File: src/hdl/nci_pkg.sv
package nci_pkg;

    // defaults for the top level parameters
    localparam int MAX_DEGREE_DEF   = 10;
    localparam int COUNT_WIDTH_DEF  = 16;
    localparam int SAMPLE_WIDTH_DEF = 32;

    // fixed widths
    localparam int DEGREE_W    = 4;
    localparam int STEP_W      = 32;
    localparam int WEIGHT_W    = 20;
    localparam int WEIGHT2_W   = WEIGHT_W + 1;
    localparam int DEN_W       = 20;
    localparam int DH_W        = DEGREE_W + STEP_W;
    localparam int SUM_W       = 64;
    localparam int HALF_W      = SUM_W / 2;
    localparam int WIDE_W      = SUM_W + DH_W;
    localparam int RESULT_W    = 64;
    localparam int CFG_INDEX_W = 2;
    localparam int CFG_DATA_W  = 32;
    localparam int QUEUE_DEPTH = 4;

    // Cotes table size
    localparam int TABLE_DEGREES = 10;
    localparam int TABLE_POINTS  = 11;

    // configuration register indexes
    localparam logic [CFG_INDEX_W-1:0] REG_DEGREE = 2'd0;
    localparam logic [CFG_INDEX_W-1:0] REG_COUNT  = 2'd1;
    localparam logic [CFG_INDEX_W-1:0] REG_STEP   = 2'd2;

    // reset values of the configuration registers
    localparam logic [DEGREE_W-1:0] DEGREE_RESET = 4'd1;
    localparam logic [STEP_W-1:0]   STEP_RESET   = 32'h0001_0000;

    // result status codes
    localparam logic STATUS_OK        = 1'b0;
    localparam logic STATUS_BAD_COUNT = 1'b1;

    // per-sample tags passed from front to back
    typedef struct packed {
        logic last;
        logic bad;
    } nci_flags_t;

    // closed Newton-Cotes weights, one row per degree
    localparam logic signed [WEIGHT_W-1:0] WEIGHT_TABLE [TABLE_DEGREES][TABLE_POINTS] = '{
        '{20'sd1, 20'sd1, 20'sd0, 20'sd0, 20'sd0, 20'sd0,
          20'sd0, 20'sd0, 20'sd0, 20'sd0, 20'sd0},
        '{20'sd1, 20'sd4, 20'sd1, 20'sd0, 20'sd0, 20'sd0,
          20'sd0, 20'sd0, 20'sd0, 20'sd0, 20'sd0},
        '{20'sd1, 20'sd3, 20'sd3, 20'sd1, 20'sd0, 20'sd0,
          20'sd0, 20'sd0, 20'sd0, 20'sd0, 20'sd0},
        '{20'sd7, 20'sd32, 20'sd12, 20'sd32, 20'sd7, 20'sd0,
          20'sd0, 20'sd0, 20'sd0, 20'sd0, 20'sd0},
        '{20'sd19, 20'sd75, 20'sd50, 20'sd50, 20'sd75, 20'sd19,
          20'sd0, 20'sd0, 20'sd0, 20'sd0, 20'sd0},
        '{20'sd41, 20'sd216, 20'sd27, 20'sd272, 20'sd27, 20'sd216,
          20'sd41, 20'sd0, 20'sd0, 20'sd0, 20'sd0},
        '{20'sd751, 20'sd3577, 20'sd1323, 20'sd2989, 20'sd2989, 20'sd1323,
          20'sd3577, 20'sd751, 20'sd0, 20'sd0, 20'sd0},
        '{20'sd989, 20'sd5888, -20'sd928, 20'sd10496, -20'sd4540, 20'sd10496,
          -20'sd928, 20'sd5888, 20'sd989, 20'sd0, 20'sd0},
        '{20'sd2857, 20'sd15741, 20'sd1080, 20'sd19344, 20'sd5778, 20'sd5778,
          20'sd19344, 20'sd1080, 20'sd15741, 20'sd2857, 20'sd0},
        '{20'sd16067, 20'sd106300, -20'sd48525, 20'sd272400, -20'sd260550,
          20'sd427368, -20'sd260550, 20'sd272400, -20'sd48525, 20'sd106300,
          20'sd16067}
    };

    localparam logic [DEN_W-1:0] DEN_TABLE [TABLE_DEGREES] = '{
        20'd2, 20'd6, 20'd8, 20'd90, 20'd288,
        20'd840, 20'd17280, 20'd28350, 20'd89600, 20'd598752
    };

    // weight for a place in a panel; zero outside the table
    function automatic logic signed [WEIGHT_W-1:0] cotes_weight(
        input logic [DEGREE_W-1:0] d,
        input logic [DEGREE_W-1:0] pos
    );
        logic signed [WEIGHT_W-1:0] w;
        w = '0;
        if (d != '0 && d <= DEGREE_W'(TABLE_DEGREES) && pos <= d)
        begin
            w = WEIGHT_TABLE[d - 4'd1][pos];
        end
        return w;
    endfunction

    // denominator of the rule; one outside the table
    function automatic logic [DEN_W-1:0] cotes_denominator(
        input logic [DEGREE_W-1:0] d
    );
        logic [DEN_W-1:0] den;
        den = DEN_W'(1);
        if (d != '0 && d <= DEGREE_W'(TABLE_DEGREES))
        begin
            den = DEN_TABLE[d - 4'd1];
        end
        return den;
    endfunction

endpackage

File: src/hdl/nci_front.sv
module nci_front #(
    parameter int MAX_DEGREE   = nci_pkg::MAX_DEGREE_DEF,
    parameter int COUNT_WIDTH  = nci_pkg::COUNT_WIDTH_DEF,
    parameter int SAMPLE_WIDTH = nci_pkg::SAMPLE_WIDTH_DEF
) (
    input  logic                                   clk,
    input  logic                                   rst_n,
    input  logic                                   in_valid,
    output logic                                   in_ready,
    input  logic signed [SAMPLE_WIDTH-1:0]         in_sample,
    input  logic [nci_pkg::DEGREE_W-1:0]           degree,
    input  logic [COUNT_WIDTH-1:0]                 count,
    input  logic                                   clear,
    input  logic                                   q_full,
    output logic                                   q_push,
    output logic signed [SAMPLE_WIDTH-1:0]         q_sample,
    output logic signed [nci_pkg::WEIGHT2_W-1:0]   q_weight,
    output nci_pkg::nci_flags_t                    q_flags
);

    logic [COUNT_WIDTH-1:0]            index_reg, index_next;
    logic [nci_pkg::DEGREE_W-1:0]      pos_reg, pos_next;
    logic                              accept;
    logic                              last;
    logic                              degree_ok;
    logic                              boundary;
    logic signed [nci_pkg::WEIGHT_W-1:0] weight;

    assign in_ready = !q_full;
    assign accept   = in_valid && !q_full;
    assign last     = (index_reg == count);

    // classify: degree in range, count a whole number of panels
    assign degree_ok = (degree != '0) && (degree <= nci_pkg::DEGREE_W'(MAX_DEGREE));
    assign boundary  = (pos_reg == degree);

    // weight lookup, doubled on inner panel boundaries
    assign weight   = nci_pkg::cotes_weight(degree, pos_reg);
    assign q_weight = (boundary && !last) ? {weight, 1'b0} : {weight[nci_pkg::WEIGHT_W-1], weight};

    assign q_push       = accept;
    assign q_sample     = in_sample;
    assign q_flags.last = last;
    assign q_flags.bad  = !degree_ok || (count == '0) || !boundary;

    // sample and panel counters
    always_comb
    begin
        index_next = index_reg;
        pos_next   = pos_reg;
        if (clear)
        begin
            index_next = '0;
            pos_next   = '0;
        end
        else if (accept)
        begin
            if (last)
            begin
                index_next = '0;
                pos_next   = '0;
            end
            else
            begin
                index_next = index_reg + 1'b1;
                pos_next   = (pos_reg >= degree) ? nci_pkg::DEGREE_W'(1) : pos_reg + 1'b1;
            end
        end
    end

    always_ff @(posedge clk or negedge rst_n)
    begin
        if (!rst_n)
        begin
            index_reg <= '0;
            pos_reg   <= '0;
        end
        else
        begin
            index_reg <= index_next;
            pos_reg   <= pos_next;
        end
    end

endmodule

File: config.mk
export PLATFORM = sky130hd
export DESIGN_NAME = nci_front
export DESIGN_NICKNAME = d
export VERILOG_FILES = /design/src/hdl/nci_pkg.sv /design/src/hdl/nci_front.sv
export SDC_FILE = /design/constraint.sdc
export NUM_CORES = 1
export LEC_CHECK = 0
export BUFFER_PORTS_ARGS = -buffer_cell sky130_fd_sc_hd__buf_2
export CORE_MARGIN = 5
export CORE_UTILIZATION = 53
export CTS_CLUSTER_SIZE = 24
export DETAILED_ROUTE_END_ITERATION = 6
export PLACE_DENSITY_LB_ADDON = 0.2
export SLEW_MARGIN = 20
export SYNTH_ARGS = -nofsm -noshare
export SYNTH_HDL_FRONTEND = slang
export SYNTH_SLANG_ARGS = --single-unit
File: constraint.sdc
create_clock -name clk -period 7.9 [get_ports clk]
set_input_delay 1.58 -clock clk [delete_from_list [all_inputs] [get_ports clk]]
set_output_delay 1.58 -clock clk [all_outputs]
set_load 0.05 [all_outputs]
-- Yosys cells after proc, flatten, opt, wreduce, memory -nomap -nowiden
Memories as Yosys holds them, arrays and structs flattened.
Cells that the tools add are included.
- $add $sub $neg: 3
- $lt $le $gt $ge: 5
- eq/ne operators: 2
- muxes and demuxes: 14
- bitwise logic cells: 2
- reductions and logical operators: 13
- operators by type and width (kind ; number):
    $mux 220 ; 2
    $bmux 20 s4 ; 1
    $mux 20 ; 4
    $mux 16 ; 3
    $add 16x1->16 const B ; 1
    $eq 16x16->1 ; 1
    $logic_not 16->1 ; 1
    $mux 4 ; 4
    $ge 5x5->1 const B ; 2
    $not 4->5 ; 2
    $add 4x1->4 const B ; 1
    $eq 4x4->1 ; 1
    $ge 4x4->1 ; 1
    $le 4x4->1 ; 1
    $le 4x4->1 const B ; 1
    $logic_and 1x1->1 ; 4
    $logic_not 1->1 ; 4
    $reduce_bool 4->1 ; 1
    $sub 4x1->4 const B ; 1
    $logic_or 1x1->1 ; 2
    $reduce_bool 2->1 ; 1
- register bits after elaboration: 20
- ROM bits: 3520
- input bits: 57
- output and inout port bits: 57
- logic and storage cells: 42
- memories: 1
- memories (memory ; depth ; bits a word ; rd ports ; clocked after memory_dff ; wr ports ; RTL line ; text):
    (name not given) ; 16 ; 220 ; 1 ; 0 ; 0 ; nci_pkg.sv:85 ; w = WEIGHT_TABLE[d - 4'd1][pos];

-- Logic depth before layout (Yosys ltp)
- depth in word-level cells: 10
- mapped depth: 13
- depth with buffers taken out: 9

-- Worst setup path after synthesis
No wires, ideal clock.
- path type: input to output
- from: input port degree[0] (netlist name)
- to: output port q_weight[8] (netlist name)
- arrival time: 4.498 ns
- setup slack: 1.822 ns
- stages on the path: 10
- buffers on the path: 2
- cell sequence: buf_6 -> inv_1 -> ha_1 -> ha_1 -> clkbuf_1 -> or2_2 -> a311oi_2 -> a311oi_1 -> or4b_4 -> o22ai_1
- word-level cells in the longest chain between the ends: 10
- elaborated cells between the ends (all ways): 17
- ends and longest elaborated chain (item ; RTL line ; text):
    start: declaration ; nci_front.sv:11 ; input logic [nci_pkg::DEGREE_W-1:0] degree,
    $sub 4x1->4 ; nci_pkg.sv:85 ;
    $not 4->5 (not written as such) ; nci_pkg.sv:85 ;
    $mem_v2 16x220 ; n/a ;
    $mux 220 (not written as such) (2 in series) ; nci_pkg.sv:85 ;
    $bmux 20 s4 ; nci_pkg.sv:85 ;
    $mux 20 (not written as such) (2 in series) ; nci_pkg.sv:85 ;
    $mux 20 ; nci_pkg.sv:83 ; if (d != '0 && d <= DEGREE_W'(TABLE_DEGREES) && pos <= d)
    $mux 20 * ; nci_front.sv:39 ; assign q_weight = (boundary && !last) ? {weight, 1'b0} : {weight[nci_pkg::WEIGHT_W-1], weight};
    end: declaration ; nci_front.sv:17 ; output logic signed [nci_pkg::WEIGHT2_W-1:0] q_weight,
Every way passes the cells marked *; elsewhere a longest branch is shown, timed or not. The select of a mux whose other input is x is not followed.

-- Worst setup path after layout
- from: input port degree[0] (netlist name)
- to: output port q_weight[2] (netlist name)
Same word-level chain as after synthesis.

==> results_dict.tcl <==
set metrics [dict create \
    status "completed" \
    final_nets 602 \
    setup_ws_ns 0.823 \
    tns_ns 0 \
    place_inst 622 \
    vias_per_cell 6.96 \
    ys_seq_elements 20 \
    power_frac_seq_pct 17.3 \
    placed_cell_area_um2 3840 \
    drtIter0Drc 661 \
    drc_errors 0 \
    ys_top_cells_by_count "nor2_1 (47), nand2_1 (46), buf_4 (39)" \
    path_clk_slew_ns 0.07 \
    grt_pass1_wl_mm 21.0 \
    grt_pass1_vias 4009 \
    rsz0062_at_grt "false" \
    insertion_delay_ns 0.25 \
    ys_types 82 \
    r2r-start "pos_reg[0]$_DFFE_PN0P_" \
    ant_nets 0 \
    die_h_um 95.8 \
    crit_end "q_weight[2]" \
    cts_setup_buffers 0 \
    crit_type "in2out" \
    hpwlAfterDp_mm 9.43 \
    netlist_area_um2 3900 \
    post-route-period-util_pct 89.6 \
    drt_wl_total_mm 13.2 \
    coreArea_um2 7210 \
    sw_frac_of_total_pct 57.4 \
    numCtsBuffers 3 \
    vias 4352 \
    cp.arrival_ns 5.50 \
    rows 31 \
    vdd_ir_drop_max_uv 95.1 \
    antenna_found_initial 0 \
    initial_utilization_pct 54.1 \
    die_x_um 95.8 \
    rr_worst_depth 9 \
    setup_viol 0 \
    dieArea_um2 9180 \
    internal_power_uw 277 \
    place.gp.congestion 1.03 \
    maxCapViolCount 0 \
    clock_skew_ns 0.00518 \
    synth_most_common_cell "nor2_1" \
    cts_hold_buf 0 \
    combPwrFrac_pct 72.9 \
    yosysSeqAreaShare_pct 12.8 \
    syn-num-nets 621 \
    postSynthCellCount 547 \
    place_ws_ns 1.01 \
    cts_tree "yes" \
    syn2layout_area_growth_pct -0.449 \
    cts_sinks 20 \
    cts.path.max_buffers 2 \
    drive_gt1_share_pct 16.9 \
    cp-start-kind "input pin" \
    port_buffers 49 \
    r2r_slack_ns 5.16 \
    critPathLaunch "degree[0]" \
    fin_total_pwr_uw 651 \
    diodes 0 \
    power.clock.fraction_pct 9.8 \
    synthArstFlopShare_pct 100 \
    drv_slew 0 \
    worstMarginPinSlew_ns 0.981 \
    switchingPower_uw 374 \
    synth-main-ff-cell "dfrtp_1" \
    min_path_type "reg2reg" \
    yosysWarnings 0 \
    power_density_nw_per_um2 168 \
    cts_root_buffer "clkbuf_8" \
    yosys.area.top_type "dfrtp_1" \
    crit_required_ns 6.32 \
    netlist_top_cells_area "dfrtp_1 (13%), buf_4 (7.5%), ha_1 (5.4%), xnor2_1 (5.2%), nor2_1 (4.5%)" \
    endpoint_kind "output pin" \
    synth_top_area_share_pct 12.8 \
    drt-pass1-iter-count 5 \
    final_cell_area_um2 3890 \
    gr-total-overflow 0 \
    htreeDepth 1 \
    max_clock_freq_mhz 141 \
    largest_reg_flops 16 \
    wl_per_cell_um 21.1 \
    rr_endpoint "pos_reg[2]$_DFFE_PN0P_" \
    synth_edf_count 0 \
    maxSlewHeadroom_pct 34.3 \
    hold_violations 0 \
    synth_area_per_cell_um2 7.14 \
    path_max_fanout 29 \
    final_cells 625 \
    power.leakage_uw 0.00150 \
    grtUsageTotal_pct 28.9 \
    io_pins 114 \
    post_cts_resized 0 \
    min_period_ns 7.08 \
    grt_start_max_net_pins 61 \
]
==> cell families after synthesis <==
logic type | share of synthesized area [%]
flops | 12.8
xor+xnor | 6.95
fa+ha+maj | 5.45
buf+inv | 13.6
compound gates | 30.5
mux | 2.37
simple gates | 28.3
==> per-layer routing <==
metal / up-vias / wire length (µm) / global-route usage (%)
met3: 77 / 1260 / 2.58
met5: - / 0 / 0
met2: 327 / 5930 / 45.0
li1: 1953 / - / -
met1: 1995 / 5170 / 38.3
met4: 0 / 819 / 18.0
==> worst max-delay path: stages <==
cell,delay [ns]
buf_2,0.50
inv_1,0.29
ha_1,0.43
ha_1,0.87
nor2b_1,0.26
a211o_1,0.32
o22ai_1,0.15
nor3_1,0.07
nor4_1,0.61
o21ai_1,0.15
buf_2,0.24
==> layout make-up <==
cell class | instances | area (µm²)
timing repair buffer | 55 | 290
fill | 726 | 3330
multi-input combinational | 433 | 2880
tap | 99 | 124
inverter | 15 | 56.3
sequential | 20 | 500
clock buffer | 3 | 41.3
==> how the worst min path moves through the flow <==
stage | from | endpoint | slack, ns | cells after the start
4_1_cts | index_reg[15]$_DFFE_PN0P_ | index_reg[15]$_DFFE_PN0P_ | 0.58 | 2
2_1_floorplan | index_reg[15]$_DFFE_PN0P_ | index_reg[15]$_DFFE_PN0P_ | 0.52 | 2
5_1_grt | index_reg[6]$_DFFE_PN0P_ | index_reg[6]$_DFFE_PN0P_ | 0.62 | 2
3_5_place_dp | index_reg[15]$_DFFE_PN0P_ | index_reg[15]$_DFFE_PN0P_ | 0.57 | 2
3_3_place_gp | index_reg[15]$_DFFE_PN0P_ | index_reg[15]$_DFFE_PN0P_ | 0.55 | 2
6_report | index_reg[15]$_DFFE_PN0P_ | index_reg[15]$_DFFE_PN0P_ | 0.58 | 2
==> metrics by stage <==
step | util (%) | hold WS, ns
after global placement | 53.3 | 0.553
final | 53.9 | 0.584
after detailed placement | 53.3 | 0.567
after floorplan | - | 0.525
after global routing | 53.9 | 0.620
after CTS | 53.9 | 0.584
==> power groups by stage <==
stage	clock network [µW]	logic (µW)	registers (µW)
after floorplan	0	390	114
after global placement	0	461	114
after detailed placement	0	459	114
after CTS	67.1	461	112
after global routing	72.7	503	113
final	64.1	475	112
==> placed cells by master (no fill, tap or decap), types with 4 or more instances in the layout <==
cell type	netlist	routed
buf_2	14	49
nor2_1	47	46
nand2_1	46	46
o21ai_0	33	33
a21oi_1	32	32
xnor2_1	23	23
nand3_1	21	21
dfrtp_1	20	20
nor3_1	17	17
ha_1	17	17
nand4_1	14	14
inv_1	13	13
o22ai_1	12	12
o211ai_1	11	11
nor2b_1	10	10
nor4_1	10	10
nand2b_1	9	9
xor2_1	8	8
a31oi_1	8	8
mux2i_1	7	7
or2_2	6	6
buf_4	39	6
o21ai_1	5	5
a2111oi_0	5	5
o32ai_1	4	4
a211oi_1	4	4
and2_1	4	4
No activity file was read; power rests on OpenSTA's default activity.
