==> config.mk <==
export PLATFORM = sky130hd
export DESIGN_NAME = nci_queue
export DESIGN_NICKNAME = d
export VERILOG_FILES = /design/src/hdl/nci_pkg.sv /design/src/hdl/nci_queue.sv
export SDC_FILE = /design/constraint.sdc
export NUM_CORES = 1
export LEC_CHECK = 0
export ABC_CLOCK_PERIOD_IN_PS = 2500
export BUFFER_PORTS_ARGS = -buffer_cell sky130_fd_sc_hd__buf_2
export CELL_PAD_IN_SITES_DETAIL_PLACEMENT = 1
export CELL_PAD_IN_SITES_GLOBAL_PLACEMENT = 2
export CORE_ASPECT_RATIO = 1.2
export CORE_MARGIN = 3
export CORE_UTILIZATION = 42
export CTS_CLUSTER_SIZE = 28
export DETAILED_ROUTE_END_ITERATION = 8
export PLACE_DENSITY_LB_ADDON = 0.1
export SYNTH_ARGS = -nofsm -noshare
export SYNTH_HDL_FRONTEND = slang
export SYNTH_SLANG_ARGS = --single-unit
==> constraint.sdc <==
create_clock -name clk -period 2.5 [get_ports clk]
set_input_delay 0.5 -clock clk [delete_from_list [all_inputs] [get_ports clk]]
set_output_delay 0.5 -clock clk [all_outputs]
set_load 0.05 [all_outputs]
==> src/hdl/nci_pkg.sv <==
package nci_pkg;

    // defaults for the top level parameters
    localparam int MAX_DEGREE_DEF   = 10;
    localparam int COUNT_WIDTH_DEF  = 16;
    localparam int SAMPLE_WIDTH_DEF = 32;

    // fixed widths
    localparam int DEGREE_W    = 4;
    localparam int STEP_W      = 32;
    localparam int WEIGHT_W    = 20;
    localparam int WEIGHT2_W   = WEIGHT_W + 1;
    localparam int DEN_W       = 20;
    localparam int DH_W        = DEGREE_W + STEP_W;
    localparam int SUM_W       = 64;
    localparam int HALF_W      = SUM_W / 2;
    localparam int WIDE_W      = SUM_W + DH_W;
    localparam int RESULT_W    = 64;
    localparam int CFG_INDEX_W = 2;
    localparam int CFG_DATA_W  = 32;
    localparam int QUEUE_DEPTH = 4;

    // Cotes table size
    localparam int TABLE_DEGREES = 10;
    localparam int TABLE_POINTS  = 11;

    // configuration register indexes
    localparam logic [CFG_INDEX_W-1:0] REG_DEGREE = 2'd0;
    localparam logic [CFG_INDEX_W-1:0] REG_COUNT  = 2'd1;
    localparam logic [CFG_INDEX_W-1:0] REG_STEP   = 2'd2;

    // reset values of the configuration registers
    localparam logic [DEGREE_W-1:0] DEGREE_RESET = 4'd1;
    localparam logic [STEP_W-1:0]   STEP_RESET   = 32'h0001_0000;

    // result status codes
    localparam logic STATUS_OK        = 1'b0;
    localparam logic STATUS_BAD_COUNT = 1'b1;

    // per-sample tags passed from front to back
    typedef struct packed {
        logic last;
        logic bad;
    } nci_flags_t;

    // closed Newton-Cotes weights, one row per degree
    localparam logic signed [WEIGHT_W-1:0] WEIGHT_TABLE [TABLE_DEGREES][TABLE_POINTS] = '{
        '{20'sd1, 20'sd1, 20'sd0, 20'sd0, 20'sd0, 20'sd0,
          20'sd0, 20'sd0, 20'sd0, 20'sd0, 20'sd0},
        '{20'sd1, 20'sd4, 20'sd1, 20'sd0, 20'sd0, 20'sd0,
          20'sd0, 20'sd0, 20'sd0, 20'sd0, 20'sd0},
        '{20'sd1, 20'sd3, 20'sd3, 20'sd1, 20'sd0, 20'sd0,
          20'sd0, 20'sd0, 20'sd0, 20'sd0, 20'sd0},
        '{20'sd7, 20'sd32, 20'sd12, 20'sd32, 20'sd7, 20'sd0,
          20'sd0, 20'sd0, 20'sd0, 20'sd0, 20'sd0},
        '{20'sd19, 20'sd75, 20'sd50, 20'sd50, 20'sd75, 20'sd19,
          20'sd0, 20'sd0, 20'sd0, 20'sd0, 20'sd0},
        '{20'sd41, 20'sd216, 20'sd27, 20'sd272, 20'sd27, 20'sd216,
          20'sd41, 20'sd0, 20'sd0, 20'sd0, 20'sd0},
        '{20'sd751, 20'sd3577, 20'sd1323, 20'sd2989, 20'sd2989, 20'sd1323,
          20'sd3577, 20'sd751, 20'sd0, 20'sd0, 20'sd0},
        '{20'sd989, 20'sd5888, -20'sd928, 20'sd10496, -20'sd4540, 20'sd10496,
          -20'sd928, 20'sd5888, 20'sd989, 20'sd0, 20'sd0},
        '{20'sd2857, 20'sd15741, 20'sd1080, 20'sd19344, 20'sd5778, 20'sd5778,
          20'sd19344, 20'sd1080, 20'sd15741, 20'sd2857, 20'sd0},
        '{20'sd16067, 20'sd106300, -20'sd48525, 20'sd272400, -20'sd260550,
          20'sd427368, -20'sd260550, 20'sd272400, -20'sd48525, 20'sd106300,
          20'sd16067}
    };

    localparam logic [DEN_W-1:0] DEN_TABLE [TABLE_DEGREES] = '{
        20'd2, 20'd6, 20'd8, 20'd90, 20'd288,
        20'd840, 20'd17280, 20'd28350, 20'd89600, 20'd598752
    };

    // weight for a place in a panel; zero outside the table
    function automatic logic signed [WEIGHT_W-1:0] cotes_weight(
        input logic [DEGREE_W-1:0] d,
        input logic [DEGREE_W-1:0] pos
    );
        logic signed [WEIGHT_W-1:0] w;
        w = '0;
        if (d != '0 && d <= DEGREE_W'(TABLE_DEGREES) && pos <= d)
        begin
            w = WEIGHT_TABLE[d - 4'd1][pos];
        end
        return w;
    endfunction

    // denominator of the rule; one outside the table
    function automatic logic [DEN_W-1:0] cotes_denominator(
        input logic [DEGREE_W-1:0] d
    );
        logic [DEN_W-1:0] den;
        den = DEN_W'(1);
        if (d != '0 && d <= DEGREE_W'(TABLE_DEGREES))
        begin
            den = DEN_TABLE[d - 4'd1];
        end
        return den;
    endfunction

endpackage

==> src/hdl/nci_queue.sv <==
module nci_queue #(
    parameter int DATA_W = 8,
    parameter int DEPTH  = nci_pkg::QUEUE_DEPTH
) (
    input  logic              clk,
    input  logic              rst_n,
    input  logic              push,
    input  logic [DATA_W-1:0] wr_data,
    output logic              full,
    input  logic              pop,
    output logic [DATA_W-1:0] rd_data,
    output logic              not_empty
);

    localparam int PTR_W = (DEPTH > 1) ? $clog2(DEPTH) : 1;
    localparam int CNT_W = $clog2(DEPTH + 1);

    logic [DATA_W-1:0] store_reg [DEPTH];
    logic [PTR_W-1:0]  wr_ptr_reg, wr_ptr_next;
    logic [PTR_W-1:0]  rd_ptr_reg, rd_ptr_next;
    logic [CNT_W-1:0]  count_reg, count_next;
    logic              do_push;
    logic              do_pop;

    assign full      = (count_reg == CNT_W'(DEPTH));
    assign not_empty = (count_reg != '0);
    assign do_push   = push && !full;
    assign do_pop    = pop && not_empty;
    assign rd_data   = store_reg[rd_ptr_reg];

    // pointer and fill level
    always_comb
    begin
        wr_ptr_next = wr_ptr_reg;
        rd_ptr_next = rd_ptr_reg;
        count_next  = count_reg;
        if (do_push)
        begin
            wr_ptr_next = (wr_ptr_reg == PTR_W'(DEPTH - 1)) ? '0 : wr_ptr_reg + 1'b1;
        end
        if (do_pop)
        begin
            rd_ptr_next = (rd_ptr_reg == PTR_W'(DEPTH - 1)) ? '0 : rd_ptr_reg + 1'b1;
        end
        if (do_push && !do_pop)
        begin
            count_next = count_reg + 1'b1;
        end
        else if (do_pop && !do_push)
        begin
            count_next = count_reg - 1'b1;
        end
    end

    always_ff @(posedge clk or negedge rst_n)
    begin
        if (!rst_n)
        begin
            wr_ptr_reg <= '0;
            rd_ptr_reg <= '0;
            count_reg  <= '0;
        end
        else
        begin
            wr_ptr_reg <= wr_ptr_next;
            rd_ptr_reg <= rd_ptr_next;
            count_reg  <= count_next;
        end
    end

    // entry storage
    always_ff @(posedge clk)
    begin
        if (do_push)
        begin
            store_reg[wr_ptr_reg] <= wr_data;
        end
    end

endmodule

# After elaboration in Yosys (flattened, before gate mapping)
# Memories as Yosys holds them, arrays and structs flattened.
# Cells that the tools add are included.
[op_classes] n_eq_ne=3 addsub=4 reduce_logical=9 mux=6
[op_table] op="two-way mux 3 bit" count=2
[op_table] op="adder 2 x 1 -> 2 bit (second input constant)" count=2
[op_table] op="== test 2 bit (second input constant)" count=2
[op_table] op="logical AND 1 bit" count=4
[op_table] op="two-way mux 2 bit" count=2
[op_table] op="adder 3 x 1 -> 3 bit (second input constant)" count=1
[op_table] op="== test 3 bit (second input constant)" count=1
[op_table] op="logical NOT 1 bit" count=3
[op_table] op="nonzero test 3 bit" count=1
[op_table] op="subtractor 3 x 1 -> 3 bit (second input constant)" count=1
[op_table] op="two-way mux 1 bit" count=2
[op_table] op="nonzero test 2 bit" count=1
[word_totals] mem_count=1 elab_cells=26 ff_bits=7 output_inout_bits=10 ram_bits=32 input_bits=12
[memory_table] name="store_reg" words=4 width=8 rd=1 rd_clocked_by_memory_dff=0 write_ports=1 line="nci_queue.sv:18" rtl="logic [DATA_W-1:0] store_reg [DEPTH];"

# Longest topological paths before layout
# Gate-level depths: netlist (run 1).
[logic_depth] depth_word=7 depth_mapped=9 depth_no_buf=8

# Least setup slack after synthesis (run 1)
# No wires, ideal clock.
[synth_path] path_type="register to register" from="register count_reg[0]" to="register count_reg[1]" t_arrival_ps=2137 setup_ps=125 t_required_ps=2375 slack_ps=238 path_stages_with_launch=8 n_path_buf=1 synth_period_minus_slack_ps=2262 cell_sequence="dfrtp_1 -> nor3b_4 -> nor2b_2 -> buf_6 -> ha_1 -> inv_1 -> fa_1 -> mux2_2"
[synth_between] word_cells_on_any_way=14 cone_classes="2 x add/sub; 1 x eq/ne; 2 x mux; 9 x reduce/logical"
[synth_rtl] element="start: declaration" line="nci_queue.sv:21" rtl="logic [CNT_W-1:0] count_reg, count_next;"
[synth_rtl] element="start signal: assignment" line="nci_queue.sv:67" rtl="count_reg <= count_next;"
[synth_rtl] element="== test 3 bit" line="nci_queue.sv:25" rtl="assign full = (count_reg == CNT_W'(DEPTH));"
[synth_rtl] element="via full" line="nci_queue.sv:9" rtl="output logic full,"
[synth_rtl] element="logical NOT 1 bit" line="nci_queue.sv:27" rtl="assign do_push = push && !full;"
[synth_rtl] element="logical AND 1 bit" line="nci_queue.sv:27"
[synth_rtl] element="via do_push" line="nci_queue.sv:22" rtl="logic do_push;"
[synth_rtl] element="logical AND 1 bit" line="nci_queue.sv:45" rtl="if (do_push && !do_pop)"
[synth_rtl] element="two-way mux 3 bit" line="nci_queue.sv:45"
[synth_rtl] element="via count_next[1]" line="nci_queue.sv:21"
# The timed path passes the listed nets, and every way through them passes these cells. The select of a mux whose other input is x is not followed.
# A chain may end at the register's enable or synchronous reset.

# Worst setup path in the final report (run 1)
[layout_path] from="register rd_ptr_reg[0]" to="output port rd_data[5]"
[layout_between] elab_chain_cells=1
[layout_rtl] element="start: declaration" line="nci_queue.sv:20" rtl="logic [PTR_W-1:0] rd_ptr_reg, rd_ptr_next;"
[layout_rtl] element="start signal: assignment" line="nci_queue.sv:66" rtl="rd_ptr_reg <= rd_ptr_next;"
[layout_rtl] element="memory read (4 x 8 bit)"
[layout_rtl] element="end: declaration" line="nci_queue.sv:11" rtl="output logic [DATA_W-1:0] rd_data,"
# Every way passes these cells.

==> results of run 1 <==
critical path, stage by stage, from the launching register on:
cell	delay, ps
dfrtp_1	730
mux4_2	580
buf_2	230
routing by layer:
metal	vias up	GRT usage	wire (um)
met5	-	0	0
met4	0	0.06618	51
met3	4	0.04834	129
met2	20	0.2567	1606
met1	400	0.1463	1054
li1	349	-	-
through the flow:
stage	instance area, sq um	hold slack, ps	instances	setup slack (ps)
floorplan	1632	204.4	79	238.4
global placement	1789	346.4	150	388.3
detailed placement	1789	344.8	150	386.6
CTS	1926	32.78	158	115.1
global route	1926	24.31	158	47.55
finish	1926	36.02	158	175.7
worst max path at each step:
stage	endpoint	slack, ps
floorplan	count_reg[1]$_DFFE_PN0P_	240
global placement	count_reg[2]$_DFFE_PN0P_	390
detailed placement	count_reg[2]$_DFFE_PN0P_	390
CTS	rd_data[5]	120
global route	rd_data[3]	50
finish	rd_data[5]	180
synthesized netlist by cell type:
cell type and count:
buf_2 1, mux4_2 8, nor2b_2 1, and2_2 4, xnor2_1 1, or3_4 1, clkbuf_1 1, xor2_1 2
fa_1 1, inv_1 3, buf_6 1, edfxtp_1 32, dfrtp_1 7, ha_1 6, nand2_4 1, nor3b_4 1
mux2_4 4, mux2_2 1, nor2_1 3
logic make-up (layout without fill, tap and decap cells):
family / Yosys count / count (layout) / share of synthesized area
simple gates: 11 / 11 / 0.05598
flops: 39 / 39 / 0.6963
mux: 13 / 13 / 0.1541
buf+inv: 6 / 33 / 0.01917
fa+ha+maj: 7 / 7 / 0.05828
xor+xnor: 3 / 3 / 0.01611
cells in the final DEF (no fill, tap or decap):
cell type,netlist,final
buf_4,0,1
mux2_4,4,4
nor3b_4,1,1
bufinv_16,0,2
ha_1,6,6
buf_2,1,21
nor2b_2,1,1
nor2_1,3,3
dfrtp_1,7,7
xor2_1,2,2
mux2_2,1,1
fa_1,1,1
mux4_2,8,8
nand2_4,1,1
clkinvlp_4,0,1
inv_1,3,3
or3_4,1,1
xnor2_1,1,1
edfxtp_1,32,32
and2_2,4,4
clkbuf_8,0,5
layout make-up:
type	instances	area, sq um
fillers	346	1768
flip-flops and latches	39	1136
multi-input cells	34	464.2
repair buffers	22	112.6
clock buffers	5	68.82
clock inverters	3	67.56
well taps	52	65.06
inverters	3	11.26
power groups by stage:
stage,sequential (uW),combinational (uW),clock (uW)
after floorplan,961,897,0
after global routing,1080,1080,668
after global placement,1050,994,0
final,1040,1000,616
after CTS,1060,1020,628
after detailed placement,1070,1020,0
==> results.tsv, run 1 <==
metric	value	unit
Max Slew Vio Count	0	
Mapped Avg Cell Area	20.65	sq um
min cycle time layout	2324	ps
Routed WL per cell	17.98	um
first-pass GRT wire length	4678	um
Flop pwr share	0.393	
CTS Hold Bufs	0	
yosys warns	0	
drc violations	0	
power density over cell area	1382	mW/mm^2
initial core utilization	0.4417	
switch share	0.3697	
top cell type's share of synthesized area	0.5890	
CTS buffer count	5	
slew margin rel.	0.5941	
H-tree levels	2	
initial antenna violation count	0	
Die ar.	0.004672	sq mm
cells after synthesis	79	
Total Routing Usage GR	0.1405	
Worst R2R Start	count_reg[0]$_DFFE_PN0P_	
flops & latches, synth	39	
Post-Route Setup TNS	0	ps
Fmax	0.4302	GHz
Overall Power	2662	uW
FF-to-FF path depth	8	
drt pass-1 iters	4	
Setup Skew	8.113	ps
maximum VDD drop	0.0005985	V
pin count of the biggest net entering global routing	14	
clock share of power	0.232	
GPL Wtd Cong	0.6486	
drt total wl	2841	um
post-synthesis sequential area ratio	0.6963	
Nets	124	
CP Class	register to output port	
CP Capture Type	output port	
Cell Rows	24	
Comb power frac	0.376	
fin crit share	0.9297	
leakage	0.0007303	uW
CTS Root Buffer Type	clkbuf_8	
syn_nets	98	
share of layout cells above drive strength 1	0.4811	
Buffers on Ports	21	
DRT iter0 DRCs	12	
io pins	22	
CP Launch Type	register	
Slew @ Worst Pin	608.8	ps
Via Count	773	
worst skew pair latency	290	ps
critical path arrival	1820	ps
Max FO, Critical Path	11	
P_sw	984.2	uW
# resized after CTS	0	
biggest area consumer among synthesized cells	edfxtp_1	
count of final setup violators	0	
Internal Power	1678	uW
crit path from	rd_ptr_reg[0]$_DFFE_PN0P_	
diode count	0	
Area Overhead vs Synth	18.02	%
Die X	62.90	um
data required time at the worst endpoint	2000	ps
Core ar.	0.003694	sq mm
RSZ-0062 raised after global routing	no	
vias in the first global route	875	
Final HPWL DP	2025	um
Post-CTS Setup Bufs	0	
largest cells by area after synthesis	edfxtp_1, mux4_2, dfrtp_1	
synth unique cells	19	
post-route ant nets	0	
GRT Residual Overflow	0	
utilization after layout	0.5213	
max FFs per register	32	
worst r2r dst	count_reg[2]$_DFFE_PN0P_	
status	completed	
CTS tree	built	
Final Hold Fails	0	
Die Height	74.28	um
Hold Path Class	primary input to asynchronous set/reset pin	
Cell Area, Synth	0.001632	sq mm
Worst-path clk slew	70	ps
Vias/cell	4.892	
Reg2Reg Setup Slack	360	ps
Max-cap violations	0	
clock sink count	39	
Clock Tree Buf Depth	2	
(Power assumes the default switching activity.)
==> run 2, diff against run 1 <==
--- a/config.mk
+++ b/config.mk
@@ -7,11 +7,12 @@
 export LEC_CHECK = 0
 export ABC_CLOCK_PERIOD_IN_PS = 2500
 export BUFFER_PORTS_ARGS = -buffer_cell sky130_fd_sc_hd__buf_2
-export CELL_PAD_IN_SITES_DETAIL_PLACEMENT = 1
+export CELL_PAD_IN_SITES_DETAIL_PLACEMENT = 2
 export CELL_PAD_IN_SITES_GLOBAL_PLACEMENT = 2
 export CORE_ASPECT_RATIO = 1.2
 export CORE_MARGIN = 3
 export CORE_UTILIZATION = 42
+export CTS_CLUSTER_DIAMETER = 40
 export CTS_CLUSTER_SIZE = 28
 export DETAILED_ROUTE_END_ITERATION = 8
 export PLACE_DENSITY_LB_ADDON = 0.1
==> run 2 against run 1 <==
Net effect: register-to-register slack lost 20 ps; flip-flop and latch count did not move; final cell count unchanged; critical path type unchanged.
==> results.tsv, run 2 (synthesized netlist as in run 1, its figures left out) <==
metric	value	unit	change
highest metal used	met4		
data required time at the worst endpoint	2000	ps	about the same
Vias/cell	4.854		-0.78%
# resized after CTS	0		unchanged
FF-to-FF path depth	8		unchanged
Fmax	0.4316	GHz	+0.32%
CP top delay family	flip-flops		
vias in the first global route	901		+3.0%
diode count	0		unchanged
Core ar.	0.003694	sq mm	unchanged
RSZ-0062 raised after global routing	no		
Slew @ Worst Pin	589.6	ps	-19.25 ps
Nets	124		unchanged
Die X	62.90	um	unchanged
fin crit share	0.9268		-0.002955
CTS Root Buffer Type	clkbuf_8		
worst r2r dst	count_reg[2]$_DFFE_PN0P_		
first-pass GRT wire length	4968	um	+6.2%
Die ar.	0.004672	sq mm	unchanged
post-route ant nets	0		unchanged
H-tree levels	2		unchanged
io pins	22		unchanged
CP cell instances	mux4_2 > buf_2		
Routed WL per cell	18.74	um	+4.2%
clock sink count	39		unchanged
Final HPWL DP	2225	um	+9.8%
critical path arrival	1820	ps	about the same
drt total wl	2961	um	+4.2%
min cycle time layout	2317	ps	-7.387 ps
Setup Skew	7.293	ps	-0.8200 ps
Overall Power	2561	uW	-3.8%
initial antenna violation count	0		unchanged
Worst R2R Start	count_reg[0]$_DFFE_PN0P_		
Area Overhead vs Synth	16.26	%	
Total Routing Usage GR	0.1495		+0.008999
metal3 WL	116	um	-10%
Post-Route Setup TNS	0	ps	unchanged
Final Hold Fails	0		unchanged
status	completed		
Max stage delay cell, worst path	dfrtp_1		
CP Capture Type	output port		
GRT Residual Overflow	0		unchanged
Max-cap violations	0		unchanged
WL met1	1155	um	+9.6%
Post-CTS Setup Bufs	0		unchanged
CP Launch Type	register		
Clock Tree Buf Depth	2		unchanged
maximum VDD drop	0.0006922	V	+16%
most common cell after layout, fill and taps aside	edfxtp_1		
Cell Rows	24		unchanged
Max Slew Vio Count	0		unchanged
Buf/Inv on CP	1		unchanged
Max FO, Critical Path	11		unchanged
commonest non-fill, non-tap cells in the layout	edfxtp_1, buf_2, mux4_2, dfrtp_1, ha_1		
count of final setup violators	0		unchanged
max FFs per register	32		unchanged
Hold Path Class	primary input to asynchronous set/reset pin		
power density over cell area	1350	mW/mm^2	-2.3%
Worst path depth	2		unchanged
slew margin rel.	0.6070		+0.01283
routed length on met2	1646	um	+2.5%
drt pass-1 iters	3		-1
Buffers on Ports	21		unchanged
initial core utilization	0.4417		unchanged
CP peak stage delay	720	ps	about the same
GPL Wtd Cong	0.6486		unchanged
leakage	0.0007215	uW	-1.2%
Die Height	74.28	um	unchanged
Via Count	767		-0.78%
CTS buffer count	5		unchanged
share of layout cells above drive strength 1	0.4717		-0.009434
pin count of the biggest net entering global routing	13		-1
crit path from	rd_ptr_reg[0]$_DFFE_PN0P_		
CP Class	register to output port		
worst skew pair latency	290	ps	about the same
CTS tree	built		
drc violations	0		unchanged
CTS Hold Bufs	0		unchanged
Reg2Reg Setup Slack	340	ps	-20 ps
DRT iter0 DRCs	41		+29
Worst-path clk slew	70	ps	about the same
run 2: changes by cell type in the layout (fill, tap and decap cells not counted):
cell        change
bufinv_16       -1
clkinv_2        +1
clkinv_1        +1
clkinvlp_4      -1
run 2: worst max-delay path by stage:
stage                                     to  slack [ps]
finish                            rd_data[7]         180
global route                      rd_data[7]          40
CTS                               rd_data[7]         120
detailed placement  count_reg[2]$_DFFE_PN0P_         350
global placement    count_reg[2]$_DFFE_PN0P_         390
floorplan           count_reg[1]$_DFFE_PN0P_         240
run 2: power by group:
group          internal (uW)  leakage (uW)  switching (uW)
registers                880      0.000375             167
logic                    406      0.000291             609
clock network            292     0.0000556             207
run 2: worst reg2reg max path, stage by stage, from the launching register on:
cell and delay [ps]:
dfrtp_1 470, or3_4 440, nand2_4 100, ha_1 190, inv_1 70, fa_1 380
xor2_1 170, nor2_1 110, xor2_1 150
run 2: layout make-up:
class / count / area (sq um)
Tap cell: 52 / 65.06
Clock inverter: 3 / 38.79
Inverter: 3 / 11.26
Clock buffer: 5 / 68.82
Sequential cell: 39 / 1136
Fill cell: 338 / 1797
Multi-Input combinational cell: 34 / 464.2
Timing Repair Buffer: 22 / 112.6
run 2: per-stage QoR:
stage	hold WS [ps]	worst slack, ps	utilization	cell area [sq um]	instances
6_report	36.28	183.1	0.5136	1897	158
5_1_grt	31.10	38.22	0.5136	1897	158
4_1_cts	33.33	119.1	0.5136	1897	158
3_3_place_gp	346.4	388.3	0.4844	1789	150
2_1_floorplan	204.4	238.4	-	1632	79
3_5_place_dp	349.5	346.9	0.4844	1789	150
run 2: layer usage:
metal | vias to the layer above | track usage
li1 | 350 | -
met1 | 393 | 0.1665
met2 | 19 | 0.2661
met3 | 5 | 0.05136
met4 | 0 | 0.05882
met5 | - | 0
==> run 3, diff against run 2 <==
--- a/config.mk
+++ b/config.mk
@@ -5,7 +5,7 @@
 export SDC_FILE = /design/constraint.sdc
 export NUM_CORES = 1
 export LEC_CHECK = 0
-export ABC_CLOCK_PERIOD_IN_PS = 2500
+export ABC_CLOCK_PERIOD_IN_PS = 2200
 export BUFFER_PORTS_ARGS = -buffer_cell sky130_fd_sc_hd__buf_2
 export CELL_PAD_IN_SITES_DETAIL_PLACEMENT = 2
 export CELL_PAD_IN_SITES_GLOBAL_PLACEMENT = 2
==> constraint.sdc (replaced) <==
create_clock -name clk -period 2.2 [get_ports clk]
set_input_delay 0.44 -clock clk [delete_from_list [all_inputs] [get_ports clk]]
set_output_delay 0.44 -clock clk [all_outputs]
set_load 0.05 [all_outputs]
==> run 3 against run 2 <==
Net effect: final cell count grew 1.9%; global-route usage grew 0.24 points; sequential power grew 11%; power grew 11%; non-clock buffer count grew 3; worst setup slack lost 62 ps; worst hold slack gained 330 ps; register-to-register slack lost 170 ps; sequential share of layout area shrank 0.40 points; die area is the same; combinational power grew 20%; clock power shrank 7.8%.
==> results.tsv, run 3 (synthesized netlist as in run 1, its figures left out) <==
metric	value	unit	change
Core ar.	0.003694	sq mm	unchanged
Clock Tree Buf Depth	2		unchanged
Setup Skew	4.674	ps	-2.619 ps
GPL Wtd Cong	0.6525		+0.60%
Fmax	0.4811	GHz	
H-tree levels	2		unchanged
Nets	127		+2.4%
diode count	0		unchanged
Overall Power	2846	uW	+11%
crit path from	rd_ptr_reg[0]$_DFFE_PN0P_		
Via Count	794		+3.5%
share of layout cells above drive strength 1	0.5138		+0.04206
Final HPWL DP	2224	um	about the same
Max-cap violations	0		unchanged
Hold Path Class	primary input to register		
Total Routing Usage GR	0.1519		+0.002371
drc violations	0		unchanged
data required time at the worst endpoint	1760	ps	-240 ps
vias in the first global route	869		-3.6%
Worst-path clk slew	70	ps	about the same
max FFs per register	32		unchanged
Max Slew Vio Count	0		unchanged
Slew @ Worst Pin	470.1	ps	-119.5 ps
Die Height	74.28	um	unchanged
Reg2Reg Setup Slack	170	ps	-170 ps
CTS tree	built		
drt total wl	3017	um	+1.9%
CTS Root Buffer Type	clkbuf_8		
status	completed		
Post-Route Setup TNS	0	ps	unchanged
CP peak stage delay	560	ps	-160 ps
pin count of the biggest net entering global routing	13		unchanged
clock sink count	39		unchanged
critical path arrival	1640	ps	-180 ps
count of final setup violators	0		unchanged
Die X	62.90	um	unchanged
Max FO, Critical Path	9		-2
Routed WL per cell	18.74	um	about the same
Cell Rows	24		unchanged
leakage	0.0007261	uW	+0.64%
commonest non-fill, non-tap cells in the layout	edfxtp_1, buf_2, mux4_2, dfrtp_1		
CP Launch Type	register		
hold depth	1		
min cycle time layout	2078	ps	
Die ar.	0.004672	sq mm	unchanged
io pins	22		unchanged
initial antenna violation count	0		unchanged
power density over cell area	1488	mW/mm^2	+10%
worst skew pair latency	290	ps	about the same
CP Capture Type	output port		
Vias/cell	4.932		+1.6%
CP Class	register to output port		
initial core utilization	0.4417		unchanged
drt pass-1 iters	3		unchanged
GRT Residual Overflow	0		unchanged
worst hold start	wr_data[3]		
Area Overhead vs Synth	17.18	%	
most common cell after layout, fill and taps aside	edfxtp_1		
fin crit share	0.9448		
CP cell instances	mux4_2 > buf_2		
post-route ant nets	0		unchanged
Final Hold Fails	0		unchanged
Worst R2R Start	count_reg[1]$_DFFE_PN0P_		
RSZ-0062 raised after global routing	no		
maximum VDD drop	0.0005516	V	-20%
first-pass GRT wire length	5050	um	+1.7%
CTS buffer count	5		unchanged
FF-to-FF path depth	8		unchanged
Max stage delay cell, worst path	dfrtp_2		
DRT iter0 DRCs	39		-4.9%
Buffers on Ports	21		unchanged
slew margin rel.	0.6866		+0.07966
run 3: through the flow:
stage          cells  instance area (sq um)  hold WS [ps]  utilization  setup slack, ps
2_1_floorplan     79                   1644         144.4            -            31.48
3_3_place_gp     152                   1817         288.0       0.4919            198.1
3_5_place_dp     152                   1817         288.6       0.4919            156.5
4_1_cts          161                   1912         356.7       0.5176            90.33
5_1_grt          161                   1912         362.9       0.5176            23.24
6_report         161                   1912         366.8       0.5176            121.5
run 3: path summary, 6_finish.rpt:
path                                             end
max in group asynchronous  rd_ptr_reg[0]$_DFFE_PN0P_
min reg2reg                 count_reg[2]$_DFFE_PN0P_
max reg2reg                 count_reg[2]$_DFFE_PN0P_
min in group asynchronous  wr_ptr_reg[0]$_DFFE_PN0P_
min                        store_reg[3][3]$_DFFE_PP_
max                                       rd_data[6]
run 3: repair_timing:
| action | CTS | global route |
|---|---|---|
| setup buffers | 0 | 0 |
| endpoints found under the hold margin | 7 | 0 |
| hold buffers | 1 | 0 |
| gates resized for setup | 1 | 0 |
| setup endpoints to repair | 8 | 0 |
run 3: metal layers:
metal / vias up / GRT usage / wire length [um]
met2: 18 / 0.2579 / 1623
met1: 412 / 0.1817 / 1205
met3: 6 / 0.04985 / 133
met4: 0 / 0.05882 / 54
li1: 358 / - / -
met5: - / 0 / 0
run 3: area by class of cell:
class,instances,area [sq um]
Sequential cell,39,1137
Multi-Input combinational cell,34,476.7
Timing Repair Buffer,25,137.6
Clock inverter,3,15.01
Fill cell,341,1782
Clock buffer,5,68.82
Tap cell,52,65.06
Inverter,3,11.26
run 3: report_power, final:
| group | switching, uW | internal [uW] | total, uW |
|---|---|---|---|
| combinational | 718 | 492 | 1210 |
| sequential | 172 | 1000 | 1170 |
| clock | 244 | 217 | 460 |
run 3: critical path: cells and delay by family, from the launching register on:
family   cells  cell delay, ps
buf+inv      1             230
flops        1             560
mux          1             560
